## config.mk

```make
export PLATFORM = sky130hd
export DESIGN_NAME = ultrasonic_echo_ranger_alarm
export DESIGN_NICKNAME = d
export VERILOG_FILES = /design/src/sv/uera_pkg.sv /design/src/sv/uera_dist.sv /design/src/sv/ultrasonic_echo_ranger_alarm.sv
export VERILOG_INCLUDE_DIRS = /design/src /design/src/sv
export SDC_FILE = /design/constraint.sdc
export NUM_CORES = 1
export LEC_CHECK = 0
export BUFFER_PORTS_ARGS = -buffer_cell sky130_fd_sc_hd__buf_2
export CORE_ASPECT_RATIO = 0.5
export CORE_MARGIN = 3
export CORE_UTILIZATION = 50
export DETAILED_ROUTE_END_ITERATION = 12
export PLACE_DENSITY = 0.81
export SLEW_MARGIN = 0
export SYNTH_ARGS = -nofsm -noshare
export SYNTH_HDL_FRONTEND = slang
export SYNTH_SLANG_ARGS = --single-unit
```

## constraint.sdc

```tcl
create_clock -name clk -period 7.2 [get_ports clk]
set_clock_uncertainty 0.2 [all_clocks]
set_input_delay 1.44 -clock clk [delete_from_list [all_inputs] [get_ports clk]]
set_output_delay 1.44 -clock clk [all_outputs]
set_load 0.1 [all_outputs]
```

## src/sv/ultrasonic_echo_ranger_alarm_macros.svh

```systemverilog
// Assertion macros for the ultrasonic echo ranger RTL.
// Expects a clock named clk and an active-high reset named rst in the using module.
`ifndef ULTRASONIC_ECHO_RANGER_ALARM_MACROS_SVH
`define ULTRASONIC_ECHO_RANGER_ALARM_MACROS_SVH

`ifndef SYNTHESIS
`define UERA_ASSERT_SAME(lbl, ante, cons, msg) \
  lbl: assert property (@(posedge clk) disable iff (rst) (ante) |-> (cons)) else $error(msg);
`define UERA_ASSERT_NEXT(lbl, ante, cons, msg) \
  lbl: assert property (@(posedge clk) disable iff (rst) (ante) |=> (cons)) else $error(msg);
`else
`define UERA_ASSERT_SAME(lbl, ante, cons, msg)
`define UERA_ASSERT_NEXT(lbl, ante, cons, msg)
`endif

`endif

```

## src/sv/uera_pkg.sv

```systemverilog
`timescale 1ns / 1ps
// Types and constants for the ultrasonic echo ranger with distance alarm.
// Used by uera_dist and ultrasonic_echo_ranger_alarm; depends on nothing.
package uera_pkg;

  localparam int CNT_BITS   = 10;
  localparam int DIST_BITS  = 9;
  localparam int LIMIT_BITS = 9;

  localparam logic [1:0] FUNC_TRIGGER  = 2'd0;
  localparam logic [1:0] FUNC_ECHO     = 2'd1;
  localparam logic [1:0] FUNC_OVERFLOW = 2'd2;

  localparam logic [1:0] ALARM_NONE = 2'd0;
  localparam logic [1:0] ALARM_SLOW = 2'd1;
  localparam logic [1:0] ALARM_FAST = 2'd2;
  localparam logic [1:0] ALARM_ON   = 2'd3;

  localparam logic [1:0] REG_TIMEOUT = 2'd0;
  localparam logic [1:0] REG_FAR     = 2'd1;
  localparam logic [1:0] REG_MID     = 2'd2;
  localparam logic [1:0] REG_NEAR    = 2'd3;

  localparam logic [CNT_BITS-1:0]   TIMEOUT_RESET = 10'd730;
  localparam logic [LIMIT_BITS-1:0] FAR_RESET     = 9'd30;
  localparam logic [LIMIT_BITS-1:0] MID_RESET     = 9'd20;
  localparam logic [LIMIT_BITS-1:0] NEAR_RESET    = 9'd10;

  // Distance is counts / 600, saturated at 511. Counts at or above 512 * 600
  // saturate; below that, counts / 600 = (counts / 8) / 75, and the 16-bit
  // quotient by 75 is an exact reciprocal multiply with a 22-bit shift.
  localparam logic [DIST_BITS-1:0] DIST_MAX    = 9'd511;
  localparam logic [31:0]          SAT_COUNTS  = 32'd307200;
  localparam logic [15:0]          RECIP_75    = 16'd55925;
  localparam int                   RECIP_SHIFT = 22;

  typedef struct packed {
    logic [LIMIT_BITS-1:0] far_limit;
    logic [LIMIT_BITS-1:0] mid_limit;
    logic [LIMIT_BITS-1:0] near_limit;
  } limits_t;

  typedef struct packed {
    logic                 trigger_fire;
    logic                 clear_timer;
    logic                 distance_valid;
    logic [DIST_BITS-1:0] distance;
    logic [1:0]           alarm_mode;
    logic                 timed_out;
  } result_t;

endpackage

```

## src/sv/uera_dist.sv

```systemverilog
`timescale 1ns / 1ps
// Distance computation and alarm classification for one echo measurement.
// Depends on uera_pkg.
module uera_dist
  import uera_pkg::*;
#(
  parameter int TIMER_BITS = 8
) (
  input  logic [CNT_BITS-1:0]   overflow_count,
  input  logic [TIMER_BITS-1:0] timer_low,
  input  limits_t               limits,
  output logic [DIST_BITS-1:0]  distance,
  output logic [1:0]            alarm_mode
);

  localparam int CW = CNT_BITS + TIMER_BITS;

  logic [CW-1:0] counts;
  logic [31:0]   counts_ext;
  logic [15:0]   scaled;
  logic [31:0]   prod;

  assign counts     = {overflow_count, timer_low};
  assign counts_ext = 32'(counts);
  assign scaled     = counts_ext[18:3];
  assign prod       = scaled * RECIP_75;
  assign distance   = (counts_ext >= SAT_COUNTS) ? DIST_MAX : prod[RECIP_SHIFT +: DIST_BITS];

  always_comb begin
    if (distance < limits.far_limit && distance > limits.mid_limit) begin
      alarm_mode = ALARM_SLOW;
    end else if (distance < limits.mid_limit && distance > limits.near_limit) begin
      alarm_mode = ALARM_FAST;
    end else if (distance <= limits.near_limit) begin
      alarm_mode = ALARM_ON;
    end else begin
      alarm_mode = ALARM_NONE;
    end
  end

endmodule

```

## src/sv/ultrasonic_echo_ranger_alarm.sv

```systemverilog
`timescale 1ns / 1ps
// Top level of the ultrasonic echo ranger: event handling, state and registers.
// Depends on uera_pkg, uera_dist and ultrasonic_echo_ranger_alarm_macros.svh.
//
//   channel  direction  signals                       word
//   s_*      in         s_tvalid s_tready s_tdata     one event
//   m_*      out        m_tvalid m_tready m_tdata     one result per event
//   apb      in         psel penable pwrite paddr     register writes and reads
//
// Every event is decoded against the state and written to
// the result register at the edge where it is accepted.
// The event path runs combinationally through the 16x16 reciprocal multiply in uera_dist.
// A new event is accepted whenever the result register is empty or being taken.
// Reset is synchronous; it disarms, clears the echo phase, the overflow count and
// the result valid flag m_tvalid, and restores the register reset values.
`include "ultrasonic_echo_ranger_alarm_macros.svh"

module ultrasonic_echo_ranger_alarm
  import uera_pkg::*;
#(
  parameter int TIMER_BITS = 8
) (
  input  logic                               clk,
  input  logic                               rst,
  input  logic                               s_tvalid,
  output logic                               s_tready,
  // timer_low
  input  logic [((TIMER_BITS+7)/8)*8-1:0]    s_tdata,
  // func
  input  logic [1:0]                         s_tuser,
  output logic                               m_tvalid,
  input  logic                               m_tready,
  // trigger_fire, clear_timer, distance, alarm_mode, timed_out
  output logic [15:0]                        m_tdata,
  // distance_valid
  output logic [0:0]                         m_tuser,
  input  logic                               psel,
  input  logic                               penable,
  input  logic                               pwrite,
  input  logic [3:0]                         paddr,
  input  logic [31:0]                        pwdata,
  output logic [31:0]                        prdata,
  output logic                               pready
);

  logic                  armed;
  logic                  armed_next;
  logic                  echo_high;
  logic                  echo_high_next;
  logic [CNT_BITS-1:0]   overflow_count;
  logic [CNT_BITS-1:0]   overflow_count_next;
  logic [CNT_BITS-1:0]   count_inc;
  logic [CNT_BITS-1:0]   timeout_overflows;
  limits_t               limits;
  result_t               result;
  result_t               result_next;
  logic [TIMER_BITS-1:0] timer_low;
  logic [DIST_BITS-1:0]  meas_distance;
  logic [1:0]            meas_alarm;
  logic                  accept;
  logic                  cfg_write;

  assign timer_low = s_tdata[TIMER_BITS-1:0];
  assign s_tready  = !m_tvalid || m_tready;
  assign accept    = s_tvalid && s_tready;
  assign cfg_write = psel && penable && pwrite && pready;
  assign pready    = 1'b1;
  assign count_inc = overflow_count + 1'b1;

  uera_dist #(
    .TIMER_BITS(TIMER_BITS)
  ) u_dist (
    .overflow_count(overflow_count),
    .timer_low     (timer_low),
    .limits        (limits),
    .distance      (meas_distance),
    .alarm_mode    (meas_alarm)
  );

  always_comb begin
    result_next         = '0;
    armed_next          = armed;
    echo_high_next      = echo_high;
    overflow_count_next = overflow_count;
    case (s_tuser)
      FUNC_TRIGGER: begin
        if (!armed) begin
          armed_next               = 1'b1;
          result_next.trigger_fire = 1'b1;
        end
      end
      FUNC_ECHO: begin
        if (armed) begin
          overflow_count_next = '0;
          if (!echo_high) begin
            echo_high_next          = 1'b1;
            result_next.clear_timer = 1'b1;
          end else begin
            echo_high_next             = 1'b0;
            result_next.distance_valid = 1'b1;
            result_next.distance       = meas_distance;
            result_next.alarm_mode     = meas_alarm;
          end
        end
      end
      FUNC_OVERFLOW: begin
        if (count_inc == timeout_overflows) begin
          armed_next              = 1'b0;
          echo_high_next          = 1'b0;
          overflow_count_next     = '0;
          result_next.clear_timer = 1'b1;
          result_next.timed_out   = 1'b1;
        end else begin
          overflow_count_next = count_inc;
        end
      end
      default: begin
      end
    endcase
  end

  always_ff @(posedge clk) begin
    if (rst) begin
      armed          <= 1'b0;
      echo_high      <= 1'b0;
      overflow_count <= '0;
      m_tvalid       <= 1'b0;
    end else if (accept) begin
      armed          <= armed_next;
      echo_high      <= echo_high_next;
      overflow_count <= overflow_count_next;
      m_tvalid       <= 1'b1;
    end else if (m_tready) begin
      m_tvalid <= 1'b0;
    end
  end

  always_ff @(posedge clk) begin
    if (accept) begin
      result <= result_next;
    end
  end

  always_ff @(posedge clk) begin
    if (rst) begin
      timeout_overflows <= TIMEOUT_RESET;
      limits.far_limit  <= FAR_RESET;
      limits.mid_limit  <= MID_RESET;
      limits.near_limit <= NEAR_RESET;
    end else if (cfg_write) begin
      case (paddr[3:2])
        REG_TIMEOUT: timeout_overflows <= pwdata[CNT_BITS-1:0];
        REG_FAR:     limits.far_limit  <= pwdata[LIMIT_BITS-1:0];
        REG_MID:     limits.mid_limit  <= pwdata[LIMIT_BITS-1:0];
        REG_NEAR:    limits.near_limit <= pwdata[LIMIT_BITS-1:0];
        default: begin
        end
      endcase
    end
  end

  always_comb begin
    case (paddr[3:2])
      REG_TIMEOUT: prdata = 32'(timeout_overflows);
      REG_FAR:     prdata = 32'(limits.far_limit);
      REG_MID:     prdata = 32'(limits.mid_limit);
      REG_NEAR:    prdata = 32'(limits.near_limit);
      default:     prdata = '0;
    endcase
  end

  assign m_tdata = {2'b00, result.timed_out, result.alarm_mode, result.distance,
                    result.clear_timer, result.trigger_fire};
  assign m_tuser = result.distance_valid;

  `UERA_ASSERT_SAME(a_echo_needs_arm, echo_high, armed, "echo phase set while disarmed")
  `UERA_ASSERT_SAME(a_idle_fields_zero, m_tvalid && !result.distance_valid,
                    result.distance == '0 && result.alarm_mode == ALARM_NONE,
                    "distance fields set without a measurement")
  `UERA_ASSERT_NEXT(a_timeout_disarms, accept && result_next.timed_out,
                    !armed && !echo_high && overflow_count == '0 && m_tvalid,
                    "timeout did not disarm")
  `UERA_ASSERT_NEXT(a_fire_arms, accept && result_next.trigger_fire,
                    armed && m_tvalid && m_tdata[0],
                    "trigger fired without arming")
  `UERA_ASSERT_SAME(a_single_event_kind, m_tvalid,
                    $countones({result.trigger_fire, result.distance_valid,
                                result.timed_out}) <= 1,
                    "one event produced several result kinds")

endmodule
```

Word level (Yosys, flattened, before mapping)
Index checks and enable logic that the tools add are counted.
{"block": "totals", "register_bits": 65, "inputBits": 53, "output_inout_bits": 52, "wordCells": 76}
{"block": "op_classes", "add_sub_neg": 1, "multipliers": 1, "n_lt_le_gt_ge": 6, "eq_ne": 8, "muxes": 20, "n_bitwise": 3, "n_reduce_logical": 22}
{"cell": "case mux 32 bit (4 select lines)", "n": 1}
{"cell": "multiplier 15 x 16 -> 31 bit (second input constant)", "n": 1}
{"cell": "2-to-1 mux 10 bit", "n": 2}
{"cell": "case mux 10 bit (2 select lines)", "n": 1}
{"cell": ">= comparator 18 x 19 -> 1 bit (second input constant)", "n": 1}
{"cell": "greater-than comparator 9 bit", "n": 2}
{"cell": "less-than comparator 9 bit", "n": 2}
{"cell": "2-to-1 mux 13 bit", "n": 1}
{"cell": "2-to-1 mux 12 bit", "n": 1}
{"cell": "adder 10 x 1 -> 10 bit (second input constant)", "n": 1}
{"cell": "== test 10 bit", "n": 1}
{"cell": "AND reduction 2 bit", "n": 5}
{"cell": "less-or-equal comparator 9 bit", "n": 1}
{"cell": "2-to-1 mux 9 bit", "n": 1}
{"cell": "AND reduction 3 bit", "n": 3}
{"cell": "2-to-1 mux 1 bit", "n": 7}
{"cell": "== test 2 bit (second input constant)", "n": 3}
{"cell": "2-to-1 mux 2 bit", "n": 3}
{"cell": "case mux 1 bit (2 select lines)", "n": 3}
{"cell": "nonzero test 2 bit", "n": 3}
{"cell": "logical AND 1 bit", "n": 5}
{"cell": "== test 2 x 1 -> 1 bit (second input constant)", "n": 2}
{"cell": "zero test 2 bit", "n": 2}
{"cell": "inequality test 2 bit (second input constant)", "n": 2}
{"cell": "other kinds (5)", "n": 7}

Depth between registers and ports, before layout
Gate-level depths: netlist of run 1.
{"block": "logic_depth", "depth_word": 9, "ltp_mapped": 25, "mapped_depth_nobuf": 24}

Hierarchy
From an unflattened synthesis of run 1, not the netlist that was laid out.
{"block": "unflattened", "cells_unflattened": 859, "area_unflattened_um2": 8313.0}
{"module": "uera_dist", "n_inst": 1, "cells_each": 506, "area_per_inst_um2": 4944.7, "seq_area_each_um2": 0.0}
{"module": "ultrasonic_echo_ranger_alarm", "n_inst": 1, "cells_each": 353, "area_per_inst_um2": 3368.2, "seq_area_each_um2": 1451.4}

Worst setup path before layout of run 1
Ideal clock, no wire load.
{"block": "synth_timing", "path_type": "input port to flip-flop", "startpoint": "input port s_tdata[7]", "endpoint": "register result, in the netlist m_tdata[12] (data pin)", "setup_time_ns": 0.255, "arrival_ns": 7.138, "required_ns": 6.745, "path_slack_ns": -0.393, "stages": 23, "path_buffers": 0, "cell_sequence": "inv_1 -> ha_1 -> inv_1 -> fa_1 -> fa_1 -> fa_1 -> fa_1 -> inv_1 -> fa_1 -> inv_1 -> ha_1 -> nand4_1 -> or2_2 -> o211a_1 -> o31ai_1 -> xor2_1 -> ha_1 -> o21a_1 -> o211ai_1 -> a31oi_1 -> a211oi_1 -> or4_1 -> and3_1"}
{"block": "synth_between", "elab_chain_len": 5, "elab_cells_between_ends": 13, "cone_classes": "mul: 1; order compare: 6; mux: 3; reduce/logical: 3"}
{"element": "start: declaration", "line": "ultrasonic_echo_ranger_alarm.sv:28", "rtl": "input logic [((TIMER_BITS+7)/8)*8-1:0] s_tdata,"}
{"element": "multiplier 15 x 16 -> 31 bit or >= comparator 18 x 19 -> 1 bit (tied branches)", "line": "uera_dist.sv:26, uera_dist.sv:27"}
{"element": "2-to-1 mux 9 bit (*)", "line": "uera_dist.sv:27", "rtl": "assign distance = (counts_ext >= SAT_COUNTS) ? DIST_MAX : prod[RECIP_SHIFT +: DIST_BITS];"}
{"element": "via meas_distance[6]", "line": "ultrasonic_echo_ranger_alarm.sv:58", "rtl": "logic [DIST_BITS-1:0] meas_distance;"}
{"element": "less-or-equal comparator 9 bit, or another cell as far along", "line": "uera_dist.sv:34", "rtl": "end else if (distance <= limits.near_limit) begin"}
{"element": "2-to-1 mux 2 bit, or another cell as far along", "line": "uera_dist.sv:34"}
{"element": "2-to-1 mux 2 bit or OR reduction 4 bit (tied branches)"}
{"element": "end signal: assignment", "line": "ultrasonic_echo_ranger_alarm.sv:140", "rtl": "result <= result_next;"}
{"element": "end: declaration", "line": "ultrasonic_echo_ranger_alarm.sv:55", "rtl": "result_t result;"}
Mark *: on every way through the listed nets, which the timed path passes. The rest lies on a longest branch.
A chain may end at the register's enable or synchronous reset.

Worst setup path in the final report of run 1
Same ends and word-level chain as after synthesis.

==> run_results.csv, run 1 <==
group,metric,value,unit
status,status,"finished, violations left",
status,violations,"setup timing",
setup_path,cp.depth,25,
yosys,synthTopCellsByCount,"inv_1 (167), ha_1 (149), fa_1 (89)",
yosys,syn_inst,870,
yosys,yosysTopAreaCellShare,0.2223,
floorplan,fp.dieW,189.2,um
global_routing,grt_pass1_vias,6941,
cts,ctsHoldBuffers,0,
finish,drive_gt1_frac,0.2051,
sta,final.min_clock_period,7.566,ns
floorplan,die-area,18460,um2
finish,syn_to_final_growth,18.57,%
yosys,synthMostInstantiatedCell,"inv_1",
finish,seqCellArea,1451,um2
sta,setup_violations,2,
sta,maxSlewHeadroom,0.3180,
sta,fmax,132.2,MHz
run,drv_cap,0,
setup_path,worstPathRequired,7.10,ns
finish,fillCellCount,1224,
setup_path,critical_path.startpoint,"s_tdata[7]",
detailed_routing,drt_first_pass_iters,6,
detailed_routing,wl_per_cell,17.93,um
global_routing,antenna_found_initial,0,
sta,worst_slack,-0.3658,ns
global_routing,grt_pass1_wl,34.40,mm
min_path,hp-class,"reg2reg",
place,post_dp_cell_area,9300,um2
yosys,avgSynthCellArea,9.640,um2
setup_path,cp_slowest_cell,"fa_2",
place,dp_hpwl,16.53,mm
yosys,yosysUniqueCellTypes,59,
sta,rsz0062_at_grt,"yes",
sta,tightest_slew,1.017,ns
cts,cts_sinks,65,
finish,diodes,0,
detailed_routing,drt-total-wl,21.63,mm
setup_path,cp_max_fo,6,
floorplan,io_pins,105,
detailed_routing,viasPerCell,5.622,
cts,htree_levels,3,
yosys,synth_ff_type,"dfxtp_1",
setup_path,ff2ff_path_depth,24,
sta,finalMaxSlewViolations,0,
setup_path,critPathCapture,"m_tdata[12]",
power_and_ir_drop,p_per_area,136.1,nW/um2
cts,clock_path_buffers,2,
global_routing,grt_usage,0.2311,
yosys,yosysTopAreaCell,"ha_1",
detailed_routing,drt_iter0_drc,678,
setup_path,cpLargestDelayFamily,"adder cells",
cts,cts_tree,"built",
yosys,synth_area,8387,um2
yosys,synth_edf_count,15,
finish,final_util,0.6256,
yosys,ys_ff_latch,65,
setup_path,worstReg2RegStart,"overflow_count[4]",
power_and_ir_drop,p_leak,5.041,nW
setup_path,rr_endpoint,"m_tdata[12]",
finish,multiInputGateArea,6495,um2
floorplan,core-area,15900,um2
setup_path,setup.worst_path.start_class,"primary input",
cts,clk_pin_slew,0.06,ns
global_routing,grt_max_degree,33,
setup_path,critPathCaptureType,"flop",
cts,cts_root_buffer,"clkbuf_16",
setup_path,worstPathArrival,7.46,ns
detailed_routing,vias,6780,
place,gp_congestion,0.8987,
power_and_ir_drop,vdd_drop_max,0.1002,mV
yosys,ys_seq_area_frac,0.1731,
finish,nets,1271,
power_and_ir_drop,p_total,0.001354,W
finish,final_area,9945,um2
place,io_buffers,52,
setup_path,timing.reg2reg.setup_slack,0.01,ns
sta,period_share,1.051,
yosys,async_flop_share,0,
setup_path,crit_type,"in2reg",
floorplan,rows,32,
sta,fin_worst_hold_slack,0.3164,ns
setup_path,cp.buffers_inverters,5,
floorplan,start_util,0.5276,
cts,clk-insertion-delay-late,0.34,ns
place,place_ws,-0.9015,ns
cts,cts_made_buffers,9,
sta,hold_viol,0,
floorplan,die_h,97.58,um
setup_path,cpPeakStageDelay,0.58,ns
global_routing,grt_remaining_overflow,0,
yosys,yosys_warnings,0,
detailed_routing,ant_nets,0,
detailed_routing,drcViolationCount,0,
yosys,ys_top_cells_by_area,"ha_1 (22%), fa_1 (21%), dfxtp_1 (12%)",
[placed cells by master (no fill, tap or decap), drive strengths merged, types with 25 or more instances in the layout]
cell type	Yosys	final
a21oi	27	27
buf	30	118
conb	2	25
dfxtp	50	50
fa	89	89
ha	149	149
inv	168	171
mux2i	37	37
nand2	47	47
nor2	43	43
[through the flow]
| step | setup TNS [ns] | instances |
|---|---|---|
| floorplan | -0.04025 | 893 |
| global placement | -1.652 | 1183 |
| detailed placement | -1.789 | 1183 |
| CTS | -0.7303 | 1205 |
| global route | -1.014 | 1206 |
| finish | -0.6894 | 1206 |
[worst min path at each step]
stage               from  depth (start not counted)        end  slack [ns]
2_1_floorplan  limits[1]                          2  limits[1]        0.26
4_1_cts         m_tvalid                          2   m_tvalid        0.32
5_1_grt        limits[1]                          2  limits[1]        0.33
6_report        m_tvalid                          2   m_tvalid        0.32
3_3_place_gp    m_tvalid                          2   m_tvalid        0.29
3_5_place_dp   limits[3]                          2  limits[3]        0.30
[per-layer routing]
layer  up-vias  track usage  routed length [um]
met5         -            0                   0
met4         0      0.07318                 701
met3        71      0.04252                1407
met2       288       0.4054               10550
met1      3312       0.2893                8966
li1       3109            -                   -
[kinds of logic after synthesis]
kind of cell	share of synthesized area
adder cells (fa/ha/maj)	0.4347
AND/OR/NAND/NOR	0.09980
buffers and inverters	0.1067
XOR/XNOR	0.02611
flip-flops	0.1731
AO/OA/AOI/OAI	0.09041
multiplexers	0.06833
other	0.0008955
[worst register-to-register path, cell delays in order, from the launching register on]
cell,delay [ns]
dfxtp_1,0.50
inv_1,0.14
fa_1,0.55
inv_1,0.05
fa_1,0.46
fa_1,0.53
fa_2,0.42
fa_1,0.54
inv_1,0.06
fa_1,0.53
inv_2,0.05
ha_4,0.26
nand4_1,0.18
o221ai_2,0.27
a31oi_4,0.15
o211a_4,0.19
o31ai_4,0.29
xor2_4,0.17
ha_4,0.31
o21a_1,0.13
o211ai_1,0.08
a31oi_1,0.20
a211oi_2,0.08
or4_1,0.41
and3_1,0.20
[registers in the layout, indices dropped and copies added, names as in the netlist]
signal	flops
limits	27
m_tdata	14
overflow_count	10
timeout_overflows	10
armed	1
echo_high	1
m_tuser	1
m_tvalid	1
[what timing repair did]
item	4_1_cts	5_1_grt
pin swaps	25	18
resized for setup	31	23
endpoints found under the setup margin	2	2
setup buffers	6	1
[report_power, final]
group	switching (W)	internal [W]	total, W
logic	0.000340	0.000192	0.000532
clock network	0.000181	0.000256	0.000437
registers	0.00000453	0.000381	0.000385
total	0.000525	0.000828	0.00135
[area by class of cell]
cell class | instances | area share
multi-input combinational | 617 | 0.6531
sequential | 65 | 0.1459
timing repair buffer | 119 | 0.08065
inverter | 168 | 0.06341
tap | 221 | 0.02781
clock buffer | 11 | 0.02554
clock inverter | 5 | 0.003523
No activity file was read; power rests on OpenSTA's default activity.
==> run 2, diff against run 1 <==
- CORE_UTILIZATION: 50 -> 55
- PLACE_DENSITY: 0.81 -> 0.87
- SYNTH_HIERARCHICAL: not set -> 1
==> run 2 against run 1 <==
Compared with the run above: the run still ends with setup timing left; critical path depth up 2; utilization up 5.8 points; highest routed layer unchanged; critical endpoint is now m_tdata[12]; sequential share of layout area down 0.086 points; via count down 0.65%; power up 3.4%; combinational power up 12%; clock power down 4.6%.
==> run_results.csv, run 2 <==
group,metric,value,unit
status,status,"finished, violations left",
status,violations,"setup timing",
sta,maxSlewHeadroom,0.1563,
detailed_routing,wl_per_cell,18.28,um
finish,final_common_cell,"inv_1",
setup_path,timing.reg2reg.setup_slack,0,ns
setup_path,critPathCaptureType,"flop",
cts,ctsHoldBuffers,0,
sta,fin_worst_hold_slack,0.3002,ns
detailed_routing,drcViolationCount,0,
power_and_ir_drop,p_total,0.001400,W
detailed_routing,drt_first_pass_iters,5,
yosys,synthMostInstantiatedCell,"inv_1",
cts,clk_pin_slew,0.05,ns
floorplan,core-area,14620,um2
global_routing,grt_pass1_vias,6967,
sta,setup_violations,2,
cts,cts_sinks,65,
setup_path,cp_slowest_cell,"fa_1",
sta,tightest_slew,1.261,ns
yosys,avgSynthCellArea,9.678,um2
setup_path,cpPeakStageDelay,0.57,ns
global_routing,grt_usage,0.2565,
global_routing,antenna_found_initial,0,
yosys,synthTopCellsByCount,"inv_1 (164), ha_1 (147), fa_1 (89)",
cts,clock_path_buffers,2,
finish,top_register,"limits",
yosys,yosysTopAreaCell,"ha_1",
place,io_buffers,52,
yosys,ys_seq_area_frac,0.1746,
cts,clk-insertion-delay-late,0.33,ns
finish,diodes,0,
yosys,synth_area,8313,um2
floorplan,io_pins,105,
yosys,syn_inst,859,
power_and_ir_drop,vdd_drop_max,0.1561,mV
detailed_routing,vias,6736,
yosys,synth_ff_type,"dfxtp_1",
sta,worst_slack,-0.4243,ns
floorplan,start_util,0.5685,
run,drv_cap,0,
finish,largest_reg_flops,27,
finish,final_util,0.6841,
setup_path,setup.worst_path.start_class,"primary input",
yosys,async_flop_share,0,
power_and_ir_drop,p_leak,5.111,nW
floorplan,fp.dieW,179.9,um
place,gp_congestion,0.9470,
power_and_ir_drop,p_per_area,139.9,nW/um2
sta,period_share,1.059,
setup_path,worstPathArrival,7.51,ns
yosys,yosysTopAreaCellShare,0.2213,
yosys,synth_edf_count,15,
floorplan,die-area,16710,um2
place,dp_hpwl,16.58,mm
finish,syn_to_final_growth,20.33,%
setup_path,crit_type,"in2reg",
global_routing,grt_max_degree,51,
detailed_routing,drt-total-wl,21.48,mm
finish,fillCellCount,1052,
cts,cts_root_buffer,"clkbuf_16",
sta,finalMaxSlewViolations,0,
yosys,yosys_warnings,6,
global_routing,grt_remaining_overflow,0,
yosys,ys_ff_latch,65,
finish,nets,1261,
floorplan,die_h,92.93,um
detailed_routing,drt_iter0_drc,471,
sta,rsz0062_at_grt,"yes",
finish,drive_gt1_frac,0.2323,
min_path,hp-class,"reg2reg",
cts,htree_levels,3,
cts,cts_made_buffers,9,
setup_path,cp_max_fo,5,
setup_path,crit_top_cell,"fa_1",
detailed_routing,ant_nets,0,
cts,cts_tree,"built",
sta,hold_viol,0,
detailed_routing,viasPerCell,5.733,
finish,final_cell_mix,"inv_1 (153), ha_1 (127), fa_1 (84), buf_4 (73), nand2_1 (55)",
sta,final.min_clock_period,7.624,ns
global_routing,grt_pass1_wl,34.16,mm
yosys,ys_top_cells_by_area,"ha_1 (22%), fa_1 (21%), dfxtp_1 (12%)",
yosys,yosysUniqueCellTypes,67,
setup_path,worstPathRequired,7.08,ns
floorplan,rows,31,
sta,fmax,131.2,MHz
[run 2: cell count changes after synthesis, sizes merged, moves of 5 or more]
cell	before	now
nand2	47	56
mux2i	37	19
nand3	21	14
nand3b	0	7
nand2b	7	2
and2	5	14
o21a	4	9
nor2b	4	10
a211o	3	9
nor2	43	34
o211ai	11	5
[run 2: cell families (layout without fill, tap and decap cells)]
logic type	after synthesis	after routing	synth area share
other	2	25	0.0009034
muxes	28	28	0.04726
adders and majority gates	236	236	0.4356
buffers and inverters	210	305	0.1079
AOI/OAI and AO/OA	120	120	0.1033
DFF	65	65	0.1746
xor gates and xnor gates	22	22	0.02318
and+or+nand+nor	176	176	0.1073
[run 2: what timing repair did]
| item | in CTS | in global routing |
|---|---|---|
| endpoints found under the setup margin | 2 | 3 |
| resized for setup | 35 | 40 |
| pin swaps | 32 | 49 |
| buffers inserted | 4 | 4 |
[run 2: routing by layer]
metal / global-route usage / wire, um / share of wire
met2: 0.4585 / 10720 / 0.50
met3: 0.03413 / 1275 / 0.059
met1: 0.3276 / 8847 / 0.41
met4: 0.07846 / 631 / 0.029
met5: 0 / 0 / 0
[run 2: cell type report]
class,instances,area (um2),area share
Multi-Input combinational cell,607,6540,0.6538
Inverter,164,630.6,0.06304
Timing Repair Buffer,125,848.3,0.08480
Sequential cell,65,1451,0.1451
Tap cell,198,247.7,0.02477
Clock buffer,14,275.3,0.02752
Clock inverter,2,10.01,0.001001
[run 2: final timing paths]
kind                                           start                    to  cells after the start
worst max-delay path                      s_tdata[7]           m_tdata[12]                     27
worst min register to register  timeout_overflows[0]  timeout_overflows[0]                      2
worst min-delay path            timeout_overflows[0]  timeout_overflows[0]                      2
worst max register to register     overflow_count[2]           m_tdata[12]                     25
[run 2: critical path: cells and delay by family]
kind / cells / cell delay (ns)
XOR/XNOR: 1 / 0.08
buffers and inverters: 6 / 0.75
AO/OA/AOI/OAI: 9 / 1.78
adder cells (fa/ha/maj): 8 / 3.10
AND/OR/NAND/NOR: 3 / 0.35
[run 2: through the flow]
stage / instances / setup slack (ns) / cell area, um2 / setup TNS, ns
after floorplan: 882 / -0.1144 / 8538 / -0.1144
after global placement: 1151 / -0.7956 / 9253 / -1.566
after detailed placement: 1151 / -0.9643 / 9253 / -1.988
after CTS: 1171 / -0.3710 / 9777 / -0.6968
after global routing: 1175 / -0.6156 / 10000 / -1.221
final: 1175 / -0.4243 / 10000 / -0.8282
[run 2: power breakdown]
part / switching [W] / internal, W
registers: 0.00000592 / 0.000382
clock network: 0.000154 / 0.000262
logic: 0.000368 / 0.000227
==> run 3, diff against run 2 <==
- PLACE_DENSITY: 0.87 -> 0.84
- SETUP_SLACK_MARGIN: not set -> 0.3
- SLEW_MARGIN: 0 -> 20
- clock period: 7.2 -> 9.1 ns (I/O delays scaled with it)
==> run 3 against run 2 <==
Compared with the run above: the flow now finishes without violations; clock-buffer cell count down 4; sequential share of layout area rose by 1.7 points; power shrank 28%; routed wire length shrank 12%; first-iteration DRC count down 30%; utilization shrank 7.0 points; flip-flop and latch count is the same; combinational power fell by 40%.
==> run_results.csv, run 3 (synthesis results as in run 2) <==
group,metric,value,unit
status,status,"finished clean",
finish,top_register,"limits",
setup_path,crit_type,"in2reg",
sta,tightest_slew,0.8961,ns
sta,rsz0062_at_grt,"no",
floorplan,die-area,16710,um2
floorplan,rows,31,
run,drv_cap,0,
global_routing,grt_pass1_vias,6243,
sta,setup_violations,0,
setup_path,crit_top_cell,"fa_1",
finish,final_common_cell,"inv_1",
sta,setup_tns,0,ns
floorplan,core-area,14620,um2
power_and_ir_drop,p_comb_frac,0.358,
cts,clock_path_buffers,2,
cts,cts_made_buffers,9,
power_and_ir_drop,p_clk_frac,0.336,
detailed_routing,drt-total-wl,18.92,mm
cts,cts_resized,0,
power_and_ir_drop,p_sw,0.0003764,W
detailed_routing,viasPerCell,5.601,
floorplan,io_pins,105,
floorplan,start_util,0.5685,
finish,drive_gt1_frac,0.1098,
cts,clk-insertion-delay-late,0.34,ns
detailed_routing,vias,6211,
cts,ctsHoldBuffers,0,
sta,fmax,117.5,MHz
detailed_routing,drt_iter0_drc,330,
power_and_ir_drop,p_total,0.001002,W
global_routing,met2_usage,0.4006,
sta,maxSlewHeadroom,0.4026,
power_and_ir_drop,p_sw_frac,0.3755,
global_routing,grt_max_degree,51,
detailed_routing,drcViolationCount,0,
floorplan,fp.dieW,179.9,um
place,dp_hpwl,15.65,mm
global_routing,grtUsageMet1,0.2880,
setup_path,critPathCaptureType,"flop",
global_routing,grt_usage,0.2290,
place,io_buffers,52,
cts,cts_sinks,65,
power_and_ir_drop,share_seq_of_total_power,0.306,
floorplan,die_h,92.93,um
setup_path,cp_slowest_cell,"fa_1",
detailed_routing,wl_per_cell,17.06,um
setup_path,cp.buffers_inverters,5,
min_path,hp-class,"reg2reg",
finish,fillCellCount,1191,
global_routing,antenna_found_initial,0,
sta,hold_viol,0,
detailed_routing,drt_first_pass_iters,5,
setup_path,worstPathRequired,9.10,ns
cts,post_cts_buffers,0,
power_and_ir_drop,p_leak,4.744,nW
finish,diodes,0,
cts,cts_tree,"built",
setup_path,cp_max_fo,7,
finish,nets,1195,
setup_path,worstPathArrival,8.51,ns
detailed_routing,ant_nets,0,
place,gp_congestion,0.8919,
sta,final.min_clock_period,8.508,ns
global_routing,grt_use_met3,0.05022,
finish,syn_to_final_growth,8.007,%
finish,largest_reg_flops,27,
global_routing,grt_pass1_wl,30.54,mm
cts,cts_root_buffer,"clkbuf_16",
sta,finalMaxSlewViolations,0,
setup_path,setup.worst_path.start_class,"primary input",
finish,final_cell_mix,"inv_1 (164), ha_1 (147), fa_1 (89), nand2_1 (56), buf_2 (52)",
sta,period_share,0.9350,
power_and_ir_drop,p_per_area,111.6,nW/um2
power_and_ir_drop,vdd_drop_max,0.1218,mV
setup_path,cpLargestDelayFamily,"adder cells",
cts,htree_levels,3,
cts,clk_pin_slew,0.05,ns
global_routing,grt_remaining_overflow,0,
setup_path,cpPeakStageDelay,0.59,ns
global_routing,grt-busiest-layer,"met2",
power_and_ir_drop,internal-power,0.0006260,W
## run 3: cell count changes in the layout (fill, tap and decap cells not counted), moves of 5 or more
cell,previous run,this run
buf_4,73,7
a21oi_2,6,0
fa_1,84,89
ha_1,127,147
fa_2,5,0
buf_2,47,52
inv_1,153,164
a21oi_1,22,29
inv_2,9,0
ha_4,19,0
## run 3: power groups by stage
stage / clock, W / sequential (W) / combinational, W
2_1_floorplan: 0 / 0.000338 / 0.000268
3_3_place_gp: 0 / 0.000313 / 0.000343
3_5_place_dp: 0 / 0.000313 / 0.000360
4_1_cts: 0.000340 / 0.000307 / 0.000361
5_1_grt: 0.000356 / 0.000308 / 0.000401
6_report: 0.000337 / 0.000307 / 0.000359
## run 3: metal layers
| layer | wire [um] | vias up |
|---|---|---|
| met5 | 0 | - |
| met2 | 9157 | 214 |
| met4 | 388 | 0 |
| met1 | 8200 | 3038 |
| met3 | 1170 | 32 |
| li1 | - | 2927 |
## run 3: final cells by class
class	instances	area [um2]	area share
clock inverter	6	58.81	0.006550
tap	198	247.7	0.02759
timing repair buffer	59	312.8	0.03484
clock buffer	10	229.0	0.02550
multi-input combinational	607	6063	0.6753
sequential	65	1451	0.1616
inverter	164	615.6	0.06856
## run 3: final timing paths
check	from	end	slack (ns)	cells past startpoint
max	s_tdata[7]	m_tdata[12]	0.59	27
min	timeout_overflows[0]	timeout_overflows[0]	0.30	2
max reg2reg	overflow_count[5]	m_tdata[12]	1.29	26
min reg2reg	timeout_overflows[0]	timeout_overflows[0]	0.30	2
## run 3: worst register-to-register path: stages (launching register included)
cell and delay (ns):
dfxtp_1 0.68, inv_1 0.22, fa_1 0.55, inv_1 0.05
fa_1 0.46, fa_1 0.47, fa_1 0.50, fa_1 0.59
inv_1 0.07, fa_1 0.54, inv_1 0.04, ha_1 0.29
and4_4 0.23, nand3_2 0.09, nor4_1 0.28, o31ai_1 0.17
o2111ai_1 0.23, xor2_1 0.48, ha_1 0.34, nor2b_1 0.13
o21a_1 0.16, o21a_1 0.16, o21ai_0 0.14, a21oi_1 0.09
o31a_1 0.26, a2bb2oi_1 0.14, and2_1 0.13
## run 3: metrics by stage
stage	util	hold slack, ns	area (um2)	setup slack (ns)	instances
final	0.6140	0.2978	8979	0.5917	1109
after global placement	0.5935	0.2679	8678	0.3262	1093
after global routing	0.6140	0.3062	8979	0.3144	1109
after floorplan	-	0.2531	8399	1.140	882
after detailed placement	0.5935	0.2951	8678	0.2762	1093
after CTS	0.6132	0.3003	8966	0.6110	1109
